$ cat src/design/sensor_packet_deframer_unit_defines.svh
// Assertion macros shared by the deframer modules
`ifndef SENSOR_PACKET_DEFRAMER_UNIT_DEFINES_SVH
`define SENSOR_PACKET_DEFRAMER_UNIT_DEFINES_SVH

// Check a consequence in the same cycle
`define SPD_ASSERT_NOW(label, clk, rst_n, ante, cons, msg) \
    label: assert property (@(posedge clk) disable iff (!rst_n) (ante) |-> (cons)) \
        else $error(msg);

// Check a consequence in the following cycle
`define SPD_ASSERT_NEXT(label, clk, rst_n, ante, cons, msg) \
    label: assert property (@(posedge clk) disable iff (!rst_n) (ante) |=> (cons)) \
        else $error(msg);

`endif

$ cat src/design/spd_pkg.sv
// Shared types, constants and helpers of the sensor packet deframer
`default_nettype none
package spd_pkg;

    localparam int MAX_WORDS_DEFAULT = 15;

    localparam logic [7:0] CH_S = 8'h73;
    localparam logic [7:0] CH_N = 8'h6E;
    localparam logic [7:0] CH_P = 8'h70;
    localparam logic [15:0] HDR_SUM = 16'({8'h00, CH_S}) + 16'({8'h00, CH_N})
        + 16'({8'h00, CH_P});

    typedef struct packed {
        logic [7:0] addr;
        logic       has_payload;
        logic       is_batch;
        logic [3:0] words;
        logic       status;
        logic       bank;
    } job_t;

    typedef struct packed {
        logic valid;
        logic bank;
    } release_t;

    function automatic logic [3:0] word_count(input logic [7:0] t, input int max_words);
        logic [3:0] n;
        begin
            n = t[5:2];
            if (!t[7])
                n = 4'd0;
            else if (!t[6])
                n = 4'd1;
            else if (int'(n) > max_words)
                n = 4'(max_words);
            return n;
        end
    endfunction

endpackage
`default_nettype wire

$ cat src/design/spd_ram.sv
// Generic single-write, single-read RAM with registered read data
`default_nettype none
module spd_ram #(
    parameter int WIDTH = 32,
    parameter int DEPTH = 30
) (
    input  wire logic                     clk,
    input  wire logic                     wr_en,
    input  wire logic [$clog2(DEPTH)-1:0] wr_addr,
    input  wire logic [WIDTH-1:0]         wr_data,
    input  wire logic                     rd_en,
    input  wire logic [$clog2(DEPTH)-1:0] rd_addr,
    output logic [WIDTH-1:0]              rd_data
);

    logic [WIDTH-1:0] mem_reg [DEPTH];
    logic [WIDTH-1:0] rd_data_reg;

    always_ff @(posedge clk)
    begin
        if (wr_en)
        begin
            mem_reg[wr_addr] <= wr_data;
        end
        if (rd_en)
        begin
            rd_data_reg <= mem_reg[rd_addr];
        end
    end

    assign rd_data = rd_data_reg;

endmodule
`default_nettype wire

$ cat src/design/spd_front.sv
// Front end: header hunt, payload capture, checksum and job issue
`default_nettype none
`include "sensor_packet_deframer_unit_defines.svh"
module spd_front #(
    parameter int MAX_WORDS = spd_pkg::MAX_WORDS_DEFAULT
) (
    input  wire logic                           clk,
    input  wire logic                           rst_n,
    input  wire logic                           rx_valid,
    output logic                                rx_stall,
    input  wire logic [7:0]                     rx_byte,
    output logic                                mem_wr_en,
    output logic [$clog2(2*MAX_WORDS)-1:0]      mem_wr_addr,
    output logic [31:0]                         mem_wr_data,
    output logic                                push,
    output spd_pkg::job_t                       push_job,
    input  wire logic                           queue_full,
    input  wire spd_pkg::release_t              bank_release
);

    localparam int ADDR_W = $clog2(2*MAX_WORDS);

    localparam logic [2:0] PH_SEEK_S  = 3'd0;
    localparam logic [2:0] PH_SEEK_N  = 3'd1;
    localparam logic [2:0] PH_SEEK_P  = 3'd2;
    localparam logic [2:0] PH_TYPE    = 3'd3;
    localparam logic [2:0] PH_ADDR    = 3'd4;
    localparam logic [2:0] PH_PAYLOAD = 3'd5;
    localparam logic [2:0] PH_CK_HIGH = 3'd6;
    localparam logic [2:0] PH_CK_LOW  = 3'd7;

    logic [2:0]  phase_reg, phase_next;
    logic [7:0]  type_reg, type_next;
    logic [7:0]  addr_reg, addr_next;
    logic [5:0]  cnt_reg, cnt_next;
    logic [15:0] sum_reg, sum_next;
    logic [7:0]  ckh_reg, ckh_next;
    logic [23:0] shift_reg, shift_next;
    logic        bank_reg, bank_next;
    logic [1:0]  busy_reg, busy_next;

    logic        accept;
    logic [3:0]  words;
    logic [5:0]  cnt_inc;
    logic        bad_sum;
    logic [ADDR_W-1:0] word_addr;

    assign words    = spd_pkg::word_count(type_reg, MAX_WORDS);
    assign cnt_inc  = cnt_reg + 6'd1;
    assign bad_sum  = ({ckh_reg, rx_byte} != sum_reg);
    assign rx_stall = ((phase_reg == PH_PAYLOAD) && busy_reg[bank_reg])
        || ((phase_reg == PH_CK_LOW) && queue_full);
    assign accept   = rx_valid && !rx_stall;

    assign word_addr = bank_reg ? (ADDR_W'(MAX_WORDS) + ADDR_W'(cnt_reg[5:2]))
                                : ADDR_W'(cnt_reg[5:2]);

    always_comb
    begin
        phase_next  = phase_reg;
        type_next   = type_reg;
        addr_next   = addr_reg;
        cnt_next    = cnt_reg;
        sum_next    = sum_reg;
        ckh_next    = ckh_reg;
        shift_next  = shift_reg;
        bank_next   = bank_reg;
        busy_next   = busy_reg;
        mem_wr_en   = 1'b0;
        mem_wr_addr = word_addr;
        mem_wr_data = {shift_reg, rx_byte};
        push        = 1'b0;
        push_job.addr        = addr_reg;
        push_job.has_payload = type_reg[7];
        push_job.is_batch    = type_reg[6];
        push_job.words       = bad_sum ? 4'd0 : words;
        push_job.status      = bad_sum;
        push_job.bank        = bank_reg;

        if (bank_release.valid)
        begin
            busy_next[bank_release.bank] = 1'b0;
        end

        if (accept)
        begin
            unique case (phase_reg)
                PH_SEEK_S:
                begin
                    if (rx_byte == spd_pkg::CH_S)
                        phase_next = PH_SEEK_N;
                end
                PH_SEEK_N:
                begin
                    if (rx_byte == spd_pkg::CH_N)
                        phase_next = PH_SEEK_P;
                    else if (rx_byte != spd_pkg::CH_S)
                        phase_next = PH_SEEK_S;
                end
                PH_SEEK_P:
                begin
                    if (rx_byte == spd_pkg::CH_P)
                        phase_next = PH_TYPE;
                    else if (rx_byte == spd_pkg::CH_S)
                        phase_next = PH_SEEK_N;
                    else
                        phase_next = PH_SEEK_S;
                end
                PH_TYPE:
                begin
                    type_next  = rx_byte;
                    sum_next   = spd_pkg::HDR_SUM + {8'h00, rx_byte};
                    phase_next = PH_ADDR;
                end
                PH_ADDR:
                begin
                    addr_next  = rx_byte;
                    sum_next   = sum_reg + {8'h00, rx_byte};
                    cnt_next   = 6'd0;
                    phase_next = (words == 4'd0) ? PH_CK_HIGH : PH_PAYLOAD;
                end
                PH_PAYLOAD:
                begin
                    shift_next = {shift_reg[15:0], rx_byte};
                    sum_next   = sum_reg + {8'h00, rx_byte};
                    cnt_next   = cnt_inc;
                    mem_wr_en  = (cnt_reg[1:0] == 2'd3);
                    if (cnt_inc >= {words, 2'b00})
                        phase_next = PH_CK_HIGH;
                end
                PH_CK_HIGH:
                begin
                    ckh_next   = rx_byte;
                    phase_next = PH_CK_LOW;
                end
                PH_CK_LOW:
                begin
                    push       = 1'b1;
                    phase_next = PH_SEEK_S;
                    if (!bad_sum && (words != 4'd0))
                    begin
                        busy_next[bank_reg] = 1'b1;
                        bank_next = ~bank_reg;
                    end
                end
                default:
                begin
                    phase_next = PH_SEEK_S;
                end
            endcase
        end
    end

    always_ff @(posedge clk or negedge rst_n)
    begin
        if (!rst_n)
        begin
            phase_reg <= PH_SEEK_S;
            type_reg  <= 8'h00;
            addr_reg  <= 8'h00;
            cnt_reg   <= 6'd0;
            sum_reg   <= 16'h0000;
            ckh_reg   <= 8'h00;
            bank_reg  <= 1'b0;
            busy_reg  <= 2'b00;
        end
        else
        begin
            phase_reg <= phase_next;
            type_reg  <= type_next;
            addr_reg  <= addr_next;
            cnt_reg   <= cnt_next;
            sum_reg   <= sum_next;
            ckh_reg   <= ckh_next;
            bank_reg  <= bank_next;
            busy_reg  <= busy_next;
        end
    end

    always_ff @(posedge clk)
    begin
        shift_reg <= shift_next;
    end

    `SPD_ASSERT_NOW(a_no_write_busy_bank, clk, rst_n, mem_wr_en, !busy_reg[bank_reg], "payload write into a bank still being read")

endmodule
`default_nettype wire

$ cat src/design/spd_job_queue.sv
// Two-entry job queue between the front end and the result sequencer
`default_nettype none
`include "sensor_packet_deframer_unit_defines.svh"
module spd_job_queue (
    input  wire logic          clk,
    input  wire logic          rst_n,
    input  wire logic          push,
    input  wire spd_pkg::job_t push_job,
    output logic               full,
    input  wire logic          pop,
    output spd_pkg::job_t      head,
    output logic               nonempty
);

    spd_pkg::job_t slot_reg [2];
    logic       wr_ptr_reg, wr_ptr_next;
    logic       rd_ptr_reg, rd_ptr_next;
    logic [1:0] count_reg, count_next;

    assign full     = (count_reg == 2'd2);
    assign nonempty = (count_reg != 2'd0);
    assign head     = slot_reg[rd_ptr_reg];

    always_comb
    begin
        wr_ptr_next = push ? ~wr_ptr_reg : wr_ptr_reg;
        rd_ptr_next = pop ? ~rd_ptr_reg : rd_ptr_reg;
        count_next  = count_reg + (push ? 2'd1 : 2'd0) - (pop ? 2'd1 : 2'd0);
    end

    always_ff @(posedge clk or negedge rst_n)
    begin
        if (!rst_n)
        begin
            wr_ptr_reg <= 1'b0;
            rd_ptr_reg <= 1'b0;
            count_reg  <= 2'd0;
        end
        else
        begin
            wr_ptr_reg <= wr_ptr_next;
            rd_ptr_reg <= rd_ptr_next;
            count_reg  <= count_next;
        end
    end

    always_ff @(posedge clk)
    begin
        if (push)
        begin
            slot_reg[wr_ptr_reg] <= push_job;
        end
    end

    `SPD_ASSERT_NOW(a_push_not_full, clk, rst_n, push, !full, "job pushed into a full queue")
    `SPD_ASSERT_NOW(a_pop_not_empty, clk, rst_n, pop, nonempty, "job popped from an empty queue")

endmodule
`default_nettype wire

$ cat src/design/spd_back.sv
// Back end: walk each job's payload words and present result items
`default_nettype none
`include "sensor_packet_deframer_unit_defines.svh"
module spd_back #(
    parameter int MAX_WORDS = spd_pkg::MAX_WORDS_DEFAULT
) (
    input  wire logic                       clk,
    input  wire logic                       rst_n,
    input  wire logic                       job_ready,
    input  wire spd_pkg::job_t              job,
    output logic                            pop,
    output logic                            mem_rd_en,
    output logic [$clog2(2*MAX_WORDS)-1:0]  mem_rd_addr,
    input  wire logic [31:0]                mem_rd_data,
    output spd_pkg::release_t               bank_release,
    output logic                            result_valid,
    input  wire logic                       result_stall,
    output logic [7:0]                      reg_address,
    output logic [31:0]                     reg_value,
    output logic                            has_payload,
    output logic                            is_batch,
    output logic [3:0]                      word_index,
    output logic                            frame_status,
    output logic                            last_word
);

    localparam int ADDR_W = $clog2(2*MAX_WORDS);

    localparam logic [1:0] ST_IDLE = 2'd0;
    localparam logic [1:0] ST_READ = 2'd1;
    localparam logic [1:0] ST_HOLD = 2'd2;

    logic [1:0]    state_reg, state_next;
    spd_pkg::job_t job_reg, job_next;
    logic [3:0]    k_reg, k_next;
    logic [31:0]   value_reg, value_next;
    logic          last_reg, last_next;

    logic          out_accept;
    logic          rd_bank;
    logic [3:0]    rd_k;

    assign out_accept = (state_reg == ST_HOLD) && !result_stall;

    assign mem_rd_addr = rd_bank ? (ADDR_W'(MAX_WORDS) + ADDR_W'(rd_k)) : ADDR_W'(rd_k);

    always_comb
    begin
        state_next = state_reg;
        job_next   = job_reg;
        k_next     = k_reg;
        value_next = value_reg;
        last_next  = last_reg;
        pop        = 1'b0;
        mem_rd_en  = 1'b0;
        rd_bank    = job_reg.bank;
        rd_k       = k_reg;
        bank_release.valid = 1'b0;
        bank_release.bank  = job_reg.bank;

        unique case (state_reg)
            ST_IDLE:
            begin
                if (job_ready)
                begin
                    pop      = 1'b1;
                    job_next = job;
                    k_next   = 4'd0;
                    if (job.words == 4'd0)
                    begin
                        value_next = 32'h0000_0000;
                        last_next  = 1'b1;
                        state_next = ST_HOLD;
                    end
                    else
                    begin
                        mem_rd_en  = 1'b1;
                        rd_bank    = job.bank;
                        rd_k       = 4'd0;
                        state_next = ST_READ;
                    end
                end
            end
            ST_READ:
            begin
                value_next = mem_rd_data;
                last_next  = (k_reg + 4'd1 == job_reg.words);
                state_next = ST_HOLD;
            end
            ST_HOLD:
            begin
                if (out_accept)
                begin
                    if (last_reg)
                    begin
                        bank_release.valid = (job_reg.words != 4'd0);
                        state_next = ST_IDLE;
                    end
                    else
                    begin
                        k_next     = k_reg + 4'd1;
                        mem_rd_en  = 1'b1;
                        rd_k       = k_reg + 4'd1;
                        state_next = ST_READ;
                    end
                end
            end
            default:
            begin
                state_next = ST_IDLE;
            end
        endcase
    end

    always_ff @(posedge clk or negedge rst_n)
    begin
        if (!rst_n)
        begin
            state_reg <= ST_IDLE;
        end
        else
        begin
            state_reg <= state_next;
        end
    end

    always_ff @(posedge clk)
    begin
        job_reg   <= job_next;
        k_reg     <= k_next;
        value_reg <= value_next;
        last_reg  <= last_next;
    end

    assign result_valid = (state_reg == ST_HOLD);
    assign reg_address  = job_reg.addr + {4'h0, k_reg};
    assign reg_value    = value_reg;
    assign has_payload  = job_reg.has_payload;
    assign is_batch     = job_reg.is_batch;
    assign word_index   = k_reg;
    assign frame_status = job_reg.status;
    assign last_word    = last_reg;

    `SPD_ASSERT_NOW(a_error_single, clk, rst_n, result_valid && frame_status, last_word && (word_index == 4'd0) && (reg_value == 32'h0000_0000), "error item is not a single final item")
    `SPD_ASSERT_NEXT(a_release_to_idle, clk, rst_n, bank_release.valid, !result_valid, "bank released while items remain")

endmodule
`default_nettype wire

$ cat src/design/sensor_packet_deframer_unit.sv
// After the checksum low byte is accepted, the job goes through the job queue to the
// back end, which reads each word from the payload RAM and presents it as an item; a
// packet with no words or a bad checksum gives one item. A further word is read only
// once the previous item is taken. Bytes are taken one per cycle; input stalls on the
// checksum low byte while the job queue is full, or on a payload byte while its bank
// still holds undelivered words. Reset clears all control state at once; the payload
// RAM needs no clearing pass. Top level of the sensor packet deframer.
`default_nettype none
module sensor_packet_deframer_unit #(
    parameter int MAX_WORDS = spd_pkg::MAX_WORDS_DEFAULT
) (
    input  wire logic        clk,
    input  wire logic        rst_n,
    input  wire logic        rx_valid,
    output logic             rx_stall,
    input  wire logic [7:0]  rx_byte,
    output logic             result_valid,
    input  wire logic        result_stall,
    output logic [7:0]       reg_address,
    output logic [31:0]      reg_value,
    output logic             has_payload,
    output logic             is_batch,
    output logic [3:0]       word_index,
    output logic             frame_status,
    output logic             last_word
);

    localparam int DEPTH  = 2 * MAX_WORDS;
    localparam int ADDR_W = $clog2(DEPTH);

    logic              wr_en;
    logic [ADDR_W-1:0] wr_addr;
    logic [31:0]       wr_data;
    logic              rd_en;
    logic [ADDR_W-1:0] rd_addr;
    logic [31:0]       rd_data;
    logic              push;
    spd_pkg::job_t     push_job;
    logic              queue_full;
    logic              pop;
    spd_pkg::job_t     head;
    logic              nonempty;
    spd_pkg::release_t bank_release;

    spd_front #(.MAX_WORDS(MAX_WORDS)) u_front (
        .clk          (clk),
        .rst_n        (rst_n),
        .rx_valid     (rx_valid),
        .rx_stall     (rx_stall),
        .rx_byte      (rx_byte),
        .mem_wr_en    (wr_en),
        .mem_wr_addr  (wr_addr),
        .mem_wr_data  (wr_data),
        .push         (push),
        .push_job     (push_job),
        .queue_full   (queue_full),
        .bank_release (bank_release)
    );

    spd_job_queue u_queue (
        .clk      (clk),
        .rst_n    (rst_n),
        .push     (push),
        .push_job (push_job),
        .full     (queue_full),
        .pop      (pop),
        .head     (head),
        .nonempty (nonempty)
    );

    spd_ram #(.WIDTH(32), .DEPTH(DEPTH)) u_ram (
        .clk     (clk),
        .wr_en   (wr_en),
        .wr_addr (wr_addr),
        .wr_data (wr_data),
        .rd_en   (rd_en),
        .rd_addr (rd_addr),
        .rd_data (rd_data)
    );

    spd_back #(.MAX_WORDS(MAX_WORDS)) u_back (
        .clk          (clk),
        .rst_n        (rst_n),
        .job_ready    (nonempty),
        .job          (head),
        .pop          (pop),
        .mem_rd_en    (rd_en),
        .mem_rd_addr  (rd_addr),
        .mem_rd_data  (rd_data),
        .bank_release (bank_release),
        .result_valid (result_valid),
        .result_stall (result_stall),
        .reg_address  (reg_address),
        .reg_value    (reg_value),
        .has_payload  (has_payload),
        .is_batch     (is_batch),
        .word_index   (word_index),
        .frame_status (frame_status),
        .last_word    (last_word)
    );

endmodule
`default_nettype wire
$ cat config.mk
export PLATFORM = sky130hd
export DESIGN_NAME = sensor_packet_deframer_unit
export DESIGN_NICKNAME = d
export VERILOG_FILES = /design/src/design/spd_pkg.sv /design/src/design/spd_ram.sv /design/src/design/spd_front.sv /design/src/design/spd_job_queue.sv /design/src/design/spd_back.sv /design/src/design/sensor_packet_deframer_unit.sv
export VERILOG_INCLUDE_DIRS = /design/src /design/src/design
export SDC_FILE = /design/constraint.sdc
export NUM_CORES = 1
export LEC_CHECK = 0
export BUFFER_PORTS_ARGS = -buffer_cell sky130_fd_sc_hd__buf_4
export CORE_MARGIN = 1.5
export CORE_UTILIZATION = 25
export CTS_CLUSTER_DIAMETER = 200
export CTS_CLUSTER_SIZE = 20
export DETAILED_ROUTE_END_ITERATION = 8
export PLACE_DENSITY = 0.44
export SLEW_MARGIN = 15
export SYNTH_ARGS = -nofsm -noshare
export SYNTH_HDL_FRONTEND = slang
export SYNTH_SLANG_ARGS = --single-unit
$ cat constraint.sdc
create_clock -name clk -period 8.2 [get_ports clk]
set_input_delay 2.46 -clock clk [delete_from_list [all_inputs] [get_ports clk]]
set_output_delay 2.46 -clock clk [all_outputs]
set_load 0.03 [all_outputs]
## Yosys cells after proc, flatten, opt, wreduce, memory -nomap -nowiden

Memories as Yosys holds them, arrays and structs flattened. A register that Yosys moved wholly into a read port is not among the register bits.
Cells that the tools add are included.

| operators by class | value |
|---|---|
| add/sub/neg operators | 9 |
| order comparisons | 5 |
| eq/ne operators | 23 |
| mux-type cells | 66 |
| bitwise operators | 6 |
| reductions and logical operators | 35 |

Operators with widths:

| operator | count |
|---|---|
| $mux 32 | 2 |
| $pmux 32 s2 | 1 |
| $mux 4 | 8 |
| $pmux 16 s2 | 1 |
| $mux 1 | 30 |
| $eq 8x7->1 const B | 3 |
| $pmux 3 s8 | 1 |
| $reduce_and 2->1 | 9 |
| $add 16x8->16 | 1 |
| $mux 2 | 8 |
| $ne 16x16->1 | 1 |
| $pmux 4 s2 | 2 |
| $mux 3 | 5 |
| $eq 3x3->1 const B | 4 |
| $pmux 6 s2 | 1 |
| $add 4x4->5 const A | 2 |
| $add 9x8->10 const A | 1 |
| $mux 5 | 2 |
| $reduce_bool 2->1 | 5 |
| $add 8x4->8 | 1 |
| $logic_not 4->1 | 2 |
| $ne 8x7->1 const B | 1 |
| $reduce_bool 4->1 | 2 |
| $logic_and 1x1->1 | 7 |
| 29 further kinds | 44 |

| storage, ports and cells | value |
|---|---|
| bits in registers | 135 |
| RAM bits | 992 |
| output and inout port bits | 50 |
| logic and storage cells | 168 |
| memories | 2 |

Memory list:

| memory | words | bits a word | read ports | clocked after memory_dff | wr ports | line | source |
|---|---|---|---|---|---|---|---|
| u_ram.mem_reg | 30 | 32 | 1 | 1 | 1 | spd_ram.sv:16 | `logic [WIDTH-1:0] mem_reg [DEPTH];` |
| u_queue.slot_reg | 2 | 16 | 1 | 0 | 1 | spd_job_queue.sv:15 | `spd_pkg::job_t slot_reg [2];` |

## Depth between registers and ports, before layout

Gate-level depths: netlist of the first run.

| depth | value |
|---|---|
| depth in word-level cells | 11 |
| gate-level depth with buffers | 15 |
| mapped depth without buffers | 12 |

## By module

A second synthesis of the first run with hierarchy kept.

| second synthesis, totals | value |
|---|---|
| cells, all modules | 2488 |
| area, all modules | 45846.5 um^2 |

Modules (own cells, without submodules):

| module | instances | cells each | area an instance (um^2) | sequential area each (um^2) |
|---|---|---|---|---|
| spd_ram | 1 | 1837 | 37877.6 | 29788.6 |
| spd_front | 1 | 403 | 4011.3 | 1971.9 |
| spd_back | 1 | 183 | 2552.4 | 1641.6 |
| spd_job_queue | 1 | 65 | 1405.1 | 1061.0 |

## Worst setup path before layout of the first run

No wires, ideal clock.

| timing | value |
|---|---|
| path kind | input port to flip-flop |
| from | input rx_valid |
| to | memory u_ram.mem_reg[2][0] (enable) |
| library setup time | 421 ps |
| arrival time | 5380 ps |
| required time | 7779 ps |
| setup slack | 2399 ps |
| stages on the path | 6 |
| path buffers | 0 |
| cell sequence | nand2b_1 -> or2_1 -> inv_1 -> nand2_1 -> or2_2 -> nor2_1 |

| on the way | value |
|---|---|
| cells in the longest elaborated chain, start to end | 4 |

Ends and longest elaborated chain:

| what | line | source |
|---|---|---|
| from (decl) | sensor_packet_deframer_unit.sv:14 | `input wire logic rx_valid,` |
| $logic_and 1x1->1 | spd_front.sv:53 | `assign accept = rx_valid && !rx_stall;` |
| $mux 1 | spd_front.sv:85 | `if (accept)` |
| $mux 1 | spd_ram.sv:21 | `if (wr_en)` |
| $mux 1 (not written as such) | spd_ram.sv:23 | `mem_reg[wr_addr] <= wr_data;` |
| to (decl) | spd_ram.sv:16 |  |

No other way between the ends.

## Worst setup path after layout of the first run

| timing | value |
|---|---|
| from | input result_stall |
| to | register u_ram.rd_data_reg[8] (netlist: u_ram.rd_data[8]) (read register of u_ram.mem_reg), data pin |

| on the way | value |
|---|---|
| cells in the longest elaborated chain, start to end | 6 |
| elaborated cells between the ends (all ways) | 8 |

Ends and longest elaborated chain:

| what | line | source |
|---|---|---|
| from (decl) | sensor_packet_deframer_unit.sv:18 | `input wire logic result_stall,` |
| $logic_not 1->1 * | spd_back.sv:43 | `assign out_accept = (state_reg == ST_HOLD) && !result_stall;` |
| $logic_and 1x1->1 * | spd_back.sv:43 |  |
| $mux 4 | spd_back.sv:92 | `if (out_accept)` |
| $pmux 4 s2 | spd_back.sv:61 | `unique case (state_reg)` |
| $add 4x4->5 | spd_back.sv:45 | `assign mem_rd_addr = rd_bank ? (ADDR_W'(MAX_WORDS) + ADDR_W'(rd_k)) : ADDR_W'(rd_k);` |
| $mux 5 | spd_back.sv:45 |  |
| to (decl) | spd_ram.sv:17 | `logic [WIDTH-1:0] rd_data_reg;` |

Mark *: on every way between the ends. The rest lies on a longest branch, timed or not.
A chain may end at the register's enable or synchronous reset.

==> key figures, run 1 <==
Die
  – Core footprint: 181000 µm²
  – Starting Density: 25.2%
  – # rows: 156
  – Die Ht: 430 µm
  – DIE AREA: 185000 µm²
  – Die width: 430 µm
  – Ports: 62

Critical path
  – CP Class: in2reg
  – CP arrival: 6.57 ns
  – WP data required: 8.62 ns
  – Startpoint Class: input port
  – Setup crit end kind: flip-flop
  – Worst Path Max Fanout: 25

Final layout
  – FF+latch area: 34500 µm²
  – Fin nets: 3076
  – Max reg flops: 960
  – Layout cell share with drive strength beyond 1: 12.0%
  – P&R area growth vs syn: 12.7%
  – FILL cells: 18000
  – Multi-input logic area: 10500 µm²

Detailed routing
  – DR pass1 iterations: 5
  – Post-DR vias/cell: 4.72
  – Vias: 25600
  – Total Routed Length: 136 mm
  – Detailed Route Iter0 Violations: 2273
  – DRT antenna net count: 0
  – DRC Markers: 0
  – Routed len/inst: 25.1 µm

Yosys
  – List of most frequent post-synthesis cells: 1101 x edfxtp_1, 434 x nand2_1, 160 x o22ai_1
  – Synth cell types: 76
  – Syn nets: 3028
  – Syn_area_per_cell: 15.2 µm²
  – Top-count cell post-synth: edfxtp_1
  – Synth area leader: edfxtp_1
  – YS warnings: 0
  – Top-area cell type share of the netlist area: 72.6%
  – Ys async rst share: 4.84%
  – Largest cells by area after synthesis: edfxtp_1 73%, nand2_1 3.6%, mux2i_1 3.5%
  – Synthesized cell area: 45500 µm²
  – #FFs+latches synth: 1157
  – Post-synth EDFFs: 1101
  – Synth Flop Type: edfxtp_1
  – Register area share after synthesis: 75.7%
  – Cells after synthesis: 2987

GRT
  – Grt ovf: 0
  – Initial antenna violation count: 2
  – Pin count of the biggest net entering global routing: 121
  – Global-route wire length before repair: 195 mm
  – Total GRT Usage: 14.5%
  – Vias in the first global route: 25700

Timing
  – Worst slew pin tran: 1.26 ns
  – Final slew viol count: 0
  – Max Freq: 163 MHz
  – Fin crit period: 6.15 ns
  – Setup-failing EPs final: 0
  – RSZ-0062 raised after global routing: no
  – Setup TNS Final: 0 ns
  – Slew headroom: 16.3%
  – Final period util: 74.9%
  – Count of final hold-check violations: 0
  – Post-Route Skew: 0.0213 ns

Clocking
  – Clock sink count: 1157
  – CTS Hold Buffers Added: 0
  – Setup bufs post-CTS: 0
  – CTS tree: yes
  – Htree depth: 3
  – Clock buffer depth: 3
  – Skew-Pair Late Insertion Delay: 0.70 ns
  – Number of buffers created by CTS: 67
  – Worst-path clk slew: 0.08 ns
  – CTS resizes: 0
  – Clk root buf: clkbuf_16

Placed design
  – Post-DP HPWL: 79.8 mm
  – Gp weighted congestion: 0.760
  – PortBufs: 61

Worst hold path
  – Min-Delay Path Class: reg2reg

Status
  – Status: completed

Job
  – # Max-Cap Violations: 0
[critical path: stages]
cell,delay (ns)
buf_4,0.15
o21a_1,0.18
o21ai_0,0.22
o211ai_2,0.37
inv_2,0.34
ha_1,0.23
and3_1,0.23
xor2_2,0.58
a21o_2,0.90
nor3_1,0.15
a211oi_1,0.57
a211oi_2,0.15
[through the flow]
step                hold WS [ns]  util, %  cell area [µm²]  instances  worst slack, ns
detailed placement         0.452     27.3            49500       5334             1.36
floorplan                  0.437        -            45500       2987             2.40
CTS                        0.473     28.3            51300       5418             2.10
global route               0.498     28.4            51300       5420             1.87
global placement           0.445     27.3            49400       5331             1.39
finish                     0.476     28.4            51300       5421             2.05
[final timing paths]
path | start | endpoint | slack, ns | depth (start not counted)
setup / recovery | result_stall | u_ram.rd_data[8] | 2.05 | 12
hold / removal | u_front.addr_reg[5] | u_queue.slot_reg[0][13] | 0.48 | 0
setup reg to reg | u_queue.rd_ptr_reg | u_ram.rd_data[8] | 2.55 | 11
hold reg to reg | u_front.addr_reg[5] | u_queue.slot_reg[0][13] | 0.48 | 0
max in group asynchronous | rst_n | u_queue.count_reg[0] | 5.81 | 1
min in group asynchronous | rst_n | u_front.sum_reg[8] | 1.84 | 1
[cell families (layout without fill, tap and decap cells)]
group | after synthesis | after routing | share of synthesized area, %
AOI/OAI and AO/OA | 514 | 514 | 7.88
DFF | 1157 | 1157 | 75.7
adders and majority gates | 29 | 29 | 0.830
muxes | 196 | 196 | 4.44
other | 0 | 1 | 0
xor gates and xnor gates | 42 | 42 | 0.824
and+or+nand+nor | 839 | 839 | 8.37
buffers and inverters | 210 | 273 | 1.97
[cell usage in the layout, fill, tap and decap left out, types with 32 or more instances in the layout]
cell type,synthesis,routed
a211oi_1,35,35
a31oi_1,70,70
a32oi_1,62,62
and2_1,39,38
buf_4,9,133
clkbuf_16,0,69
dfrtp_1,56,56
edfxtp_1,1101,1101
inv_1,33,32
mux2_2,37,37
mux2i_1,158,156
nand2_1,434,434
nand3_1,141,140
nor2_1,66,34
nor2_4,0,32
nor3_1,51,51
o21ai_0,79,78
o22ai_1,160,160
or3_1,35,35
xnor2_1,33,33
[layout make-up]
type / instances / area share (%)
repair buffers: 153 / 2.76
multi-input cells: 1620 / 20.5
clock buffers: 78 / 3.43
diodes: 1 / 0.00487
flip-flops and latches: 1157 / 67.1
inverters: 36 / 0.263
well taps: 2370 / 5.78
clock inverters: 6 / 0.124
[per-layer routing]
metal	wire length [µm]	track usage (%)
met1	61200	19.6
met4	2310	3.38
met3	5370	1.66
met5	13	0
met2	67200	24.8
Power of run 1 is left out: the tool's default activity adds up to more than one toggle a clock period on the data nets, which glitch-free logic cannot reach.
==> run 2: changes to the inputs <==
--- a/config.mk
+++ b/config.mk
@@ -12,7 +12,7 @@
 export CTS_CLUSTER_DIAMETER = 200
 export CTS_CLUSTER_SIZE = 20
 export DETAILED_ROUTE_END_ITERATION = 8
-export PLACE_DENSITY = 0.44
+export PLACE_DENSITY = 0.45
 export SLEW_MARGIN = 15
 export SYNTH_ARGS = -nofsm -noshare
 export SYNTH_HDL_FRONTEND = slang
==> constraint.sdc (replaced) <==
create_clock -name clk -period 5.4 [get_ports clk]
set_input_delay 1.62 -clock clk [delete_from_list [all_inputs] [get_ports clk]]
set_output_delay 1.62 -clock clk [all_outputs]
set_load 0.03 [all_outputs]
==> key figures, run 2 (synthesized netlist as in run 1, its figures left out) <==
Status
  – Status: completed

Detailed routing
  – Vias: 25900 (+1.0%)
  – Total Routed Length: 138 mm (+1.2%)
  – Detailed Route Iter0 Violations: 2136 (-6.0%)
  – Routed len/inst: 25.2 µm (+0.42%)
  – DR pass1 iterations: 5 (unchanged)
  – DRC Markers: 0 (unchanged)
  – Post-DR vias/cell: 4.73 (+0.25%)
  – DRT antenna net count: 0 (unchanged)

Worst hold path
  – Hold Crit Start: u_front.addr_reg[1]
  – Min-Delay Path Class: reg2reg
  – Min-Delay Endpoint: u_queue.slot_reg[0][9]
  – WHS Path Cells: 0 (unchanged)

Timing
  – RSZ-0062 raised after global routing: no
  – Fin crit period: 4.36 ns
  – Count of final hold-check violations: 0 (unchanged)
  – Setup TNS Final: 0 ns (unchanged)
  – Final period util: 80.8%
  – Max Freq: 229 MHz
  – Slew headroom: 25.9% (+9.6 points)
  – Final slew viol count: 0 (unchanged)
  – Post-Route Skew: 0.0266 ns (+0.00527 ns)
  – Worst slew pin tran: 1.11 ns (-0.143 ns)
  – Setup-failing EPs final: 0 (unchanged)

Die
  – # rows: 156 (unchanged)
  – DIE AREA: 185000 µm² (unchanged)
  – Ports: 62 (unchanged)
  – Die Ht: 430 µm (unchanged)
  – Starting Density: 25.2% (unchanged)
  – Die width: 430 µm (unchanged)
  – Core footprint: 181000 µm² (unchanged)

Job
  – # Max-Cap Violations: 0 (unchanged)

Final layout
  – Max reg flops: 960 (unchanged)
  – Layout cell share with drive strength beyond 1: 13.1% (+1.1 points)
  – Fin nets: 3118 (+1.4%)
  – P&R area growth vs syn: 13.9%
  – ANT cells: 0 (-1)
  – Commonest non-fill, non-tap cell in the layout: edfxtp_1
  – FILL cells: 17900 (-0.35%)
  – Most frequent cells in the layout: 1101 x edfxtp_1, 434 x nand2_1, 160 x o22ai_1, 156 x mux2i_1, 155 x buf_4

Clocking
  – Setup bufs post-CTS: 0 (unchanged)
  – Htree depth: 3 (unchanged)
  – Clock sink count: 1157 (unchanged)
  – Worst-path clk slew: 0.08 ns (about the same)
  – CTS tree: yes
  – CTS resizes: 0 (unchanged)
  – Skew-Pair Late Insertion Delay: 0.69 ns (about the same)
  – Clk root buf: clkbuf_16
  – Number of buffers created by CTS: 67 (unchanged)
  – Clock buffer depth: 3 (unchanged)
  – CTS Hold Buffers Added: 0 (unchanged)

GRT
  – Grt ovf: 0 (unchanged)
  – Global-route wire length before repair: 195 mm (about the same)
  – Vias in the first global route: 25800 (+0.33%)
  – Pin count of the biggest net entering global routing: 70 (-42%)
  – Initial antenna violation count: 3 (+1)
  – Total GRT Usage: 14.6% (+0.13 points)

Critical path
  – Startpoint Class: input port
  – Worst r2r src: u_queue.rd_ptr_reg
  – Reg2reg path depth: 12 (+1)
  – Worst Path Max Fanout: 31 (+24%)
  – Crit-path max cell delay: 0.67 ns (-0.23 ns)
  – Setup crit end kind: flip-flop
  – WP data required: 5.82 ns (-2.80 ns)
  – R2r setup slk: 1.11 ns (-1.44 ns)
  – CP Class: in2reg
  – Reg-to-reg endpoint: u_ram.rd_data[18]
  – Slowest-stage cell, CP: xor2_2
  – CP arrival: 4.78 ns (-1.79 ns)
  – Critical Path, Cell by Cell: buf_4 -> o21a_1 -> o21ai_0 -> o311ai_4 -> inv_2 -> ha_1 -> and3_1 -> xor2_2 -> a21o_1 -> buf_12 -> nor3_1 -> a211oi_1 -> a211oi_2

Placed design
  – Gp weighted congestion: 0.767 (+0.92%)
  – PortBufs: 61 (unchanged)
  – Post-DP HPWL: 79.9 mm (about the same)
==> run 2: cell count changes in the layout (fill, tap and decap cells not counted), sizes merged <==
cell	previous run	this run
diode	1	0
inv	38	37
clkinv	4	5
buf	153	195
==> run 2: how the worst max path moves through the flow <==
| stage | start | end | slack, ns |
|---|---|---|---|
| after floorplan | rx_valid | u_ram.mem_reg[2][0] | 0.44 |
| after global placement | result_stall | u_ram.rd_data[8] | 0.38 |
| after detailed placement | result_stall | u_ram.rd_data[18] | 0.33 |
| after CTS | u_back.word_index[0] | reg_address[6] | 0.99 |
| after global routing | result_stall | u_ram.rd_data[31] | 0.82 |
| final | result_stall | u_ram.rd_data[8] | 1.04 |
==> run 2: critical path: cells and delay by family <==
kind,cells,cell delay (ns)
AO/OA/AOI/OAI,6,1.42
XOR/XNOR,1,0.67
adder cells (fa/ha/maj),1,0.17
buffers and inverters,3,0.54
AND/OR/NAND/NOR,2,0.33
==> run 2: area by class of cell <==
class	count	area [µm²]	share of cell area, %
Multi-Input combinational cell	1620	10500	20.3
Sequential cell	1157	34500	66.4
Clock inverter	6	63.8	0.123
Tap cell	2370	2970	5.72
Clock buffer	78	1760	3.39
Inverter	36	135	0.260
Timing Repair Buffer	195	1960	3.78
==> run 2: per-layer routing <==
layer,global-route usage [%],share of wire [%],up-vias
met5,0,0.0094,-
met2,25.4,50,634
met4,4.31,2.4,2
met3,2.07,4.7,143
li1,-,-,11600
met1,18.9,43,13400
==> run 2: per-stage QoR <==
stage	worst slack [ns]	cells	hold WS, ns	instance area (µm²)	utilization (%)
after floorplan	0.439	2987	0.437	45500	-
after global placement	0.376	5377	0.450	50000	27.7
after detailed placement	0.333	5377	0.460	50000	27.7
after CTS	0.988	5461	0.479	51900	28.7
after global routing	0.822	5462	0.481	51900	28.7
final	1.04	5462	0.473	51900	28.7
Power of run 2 is left out for the same reason.
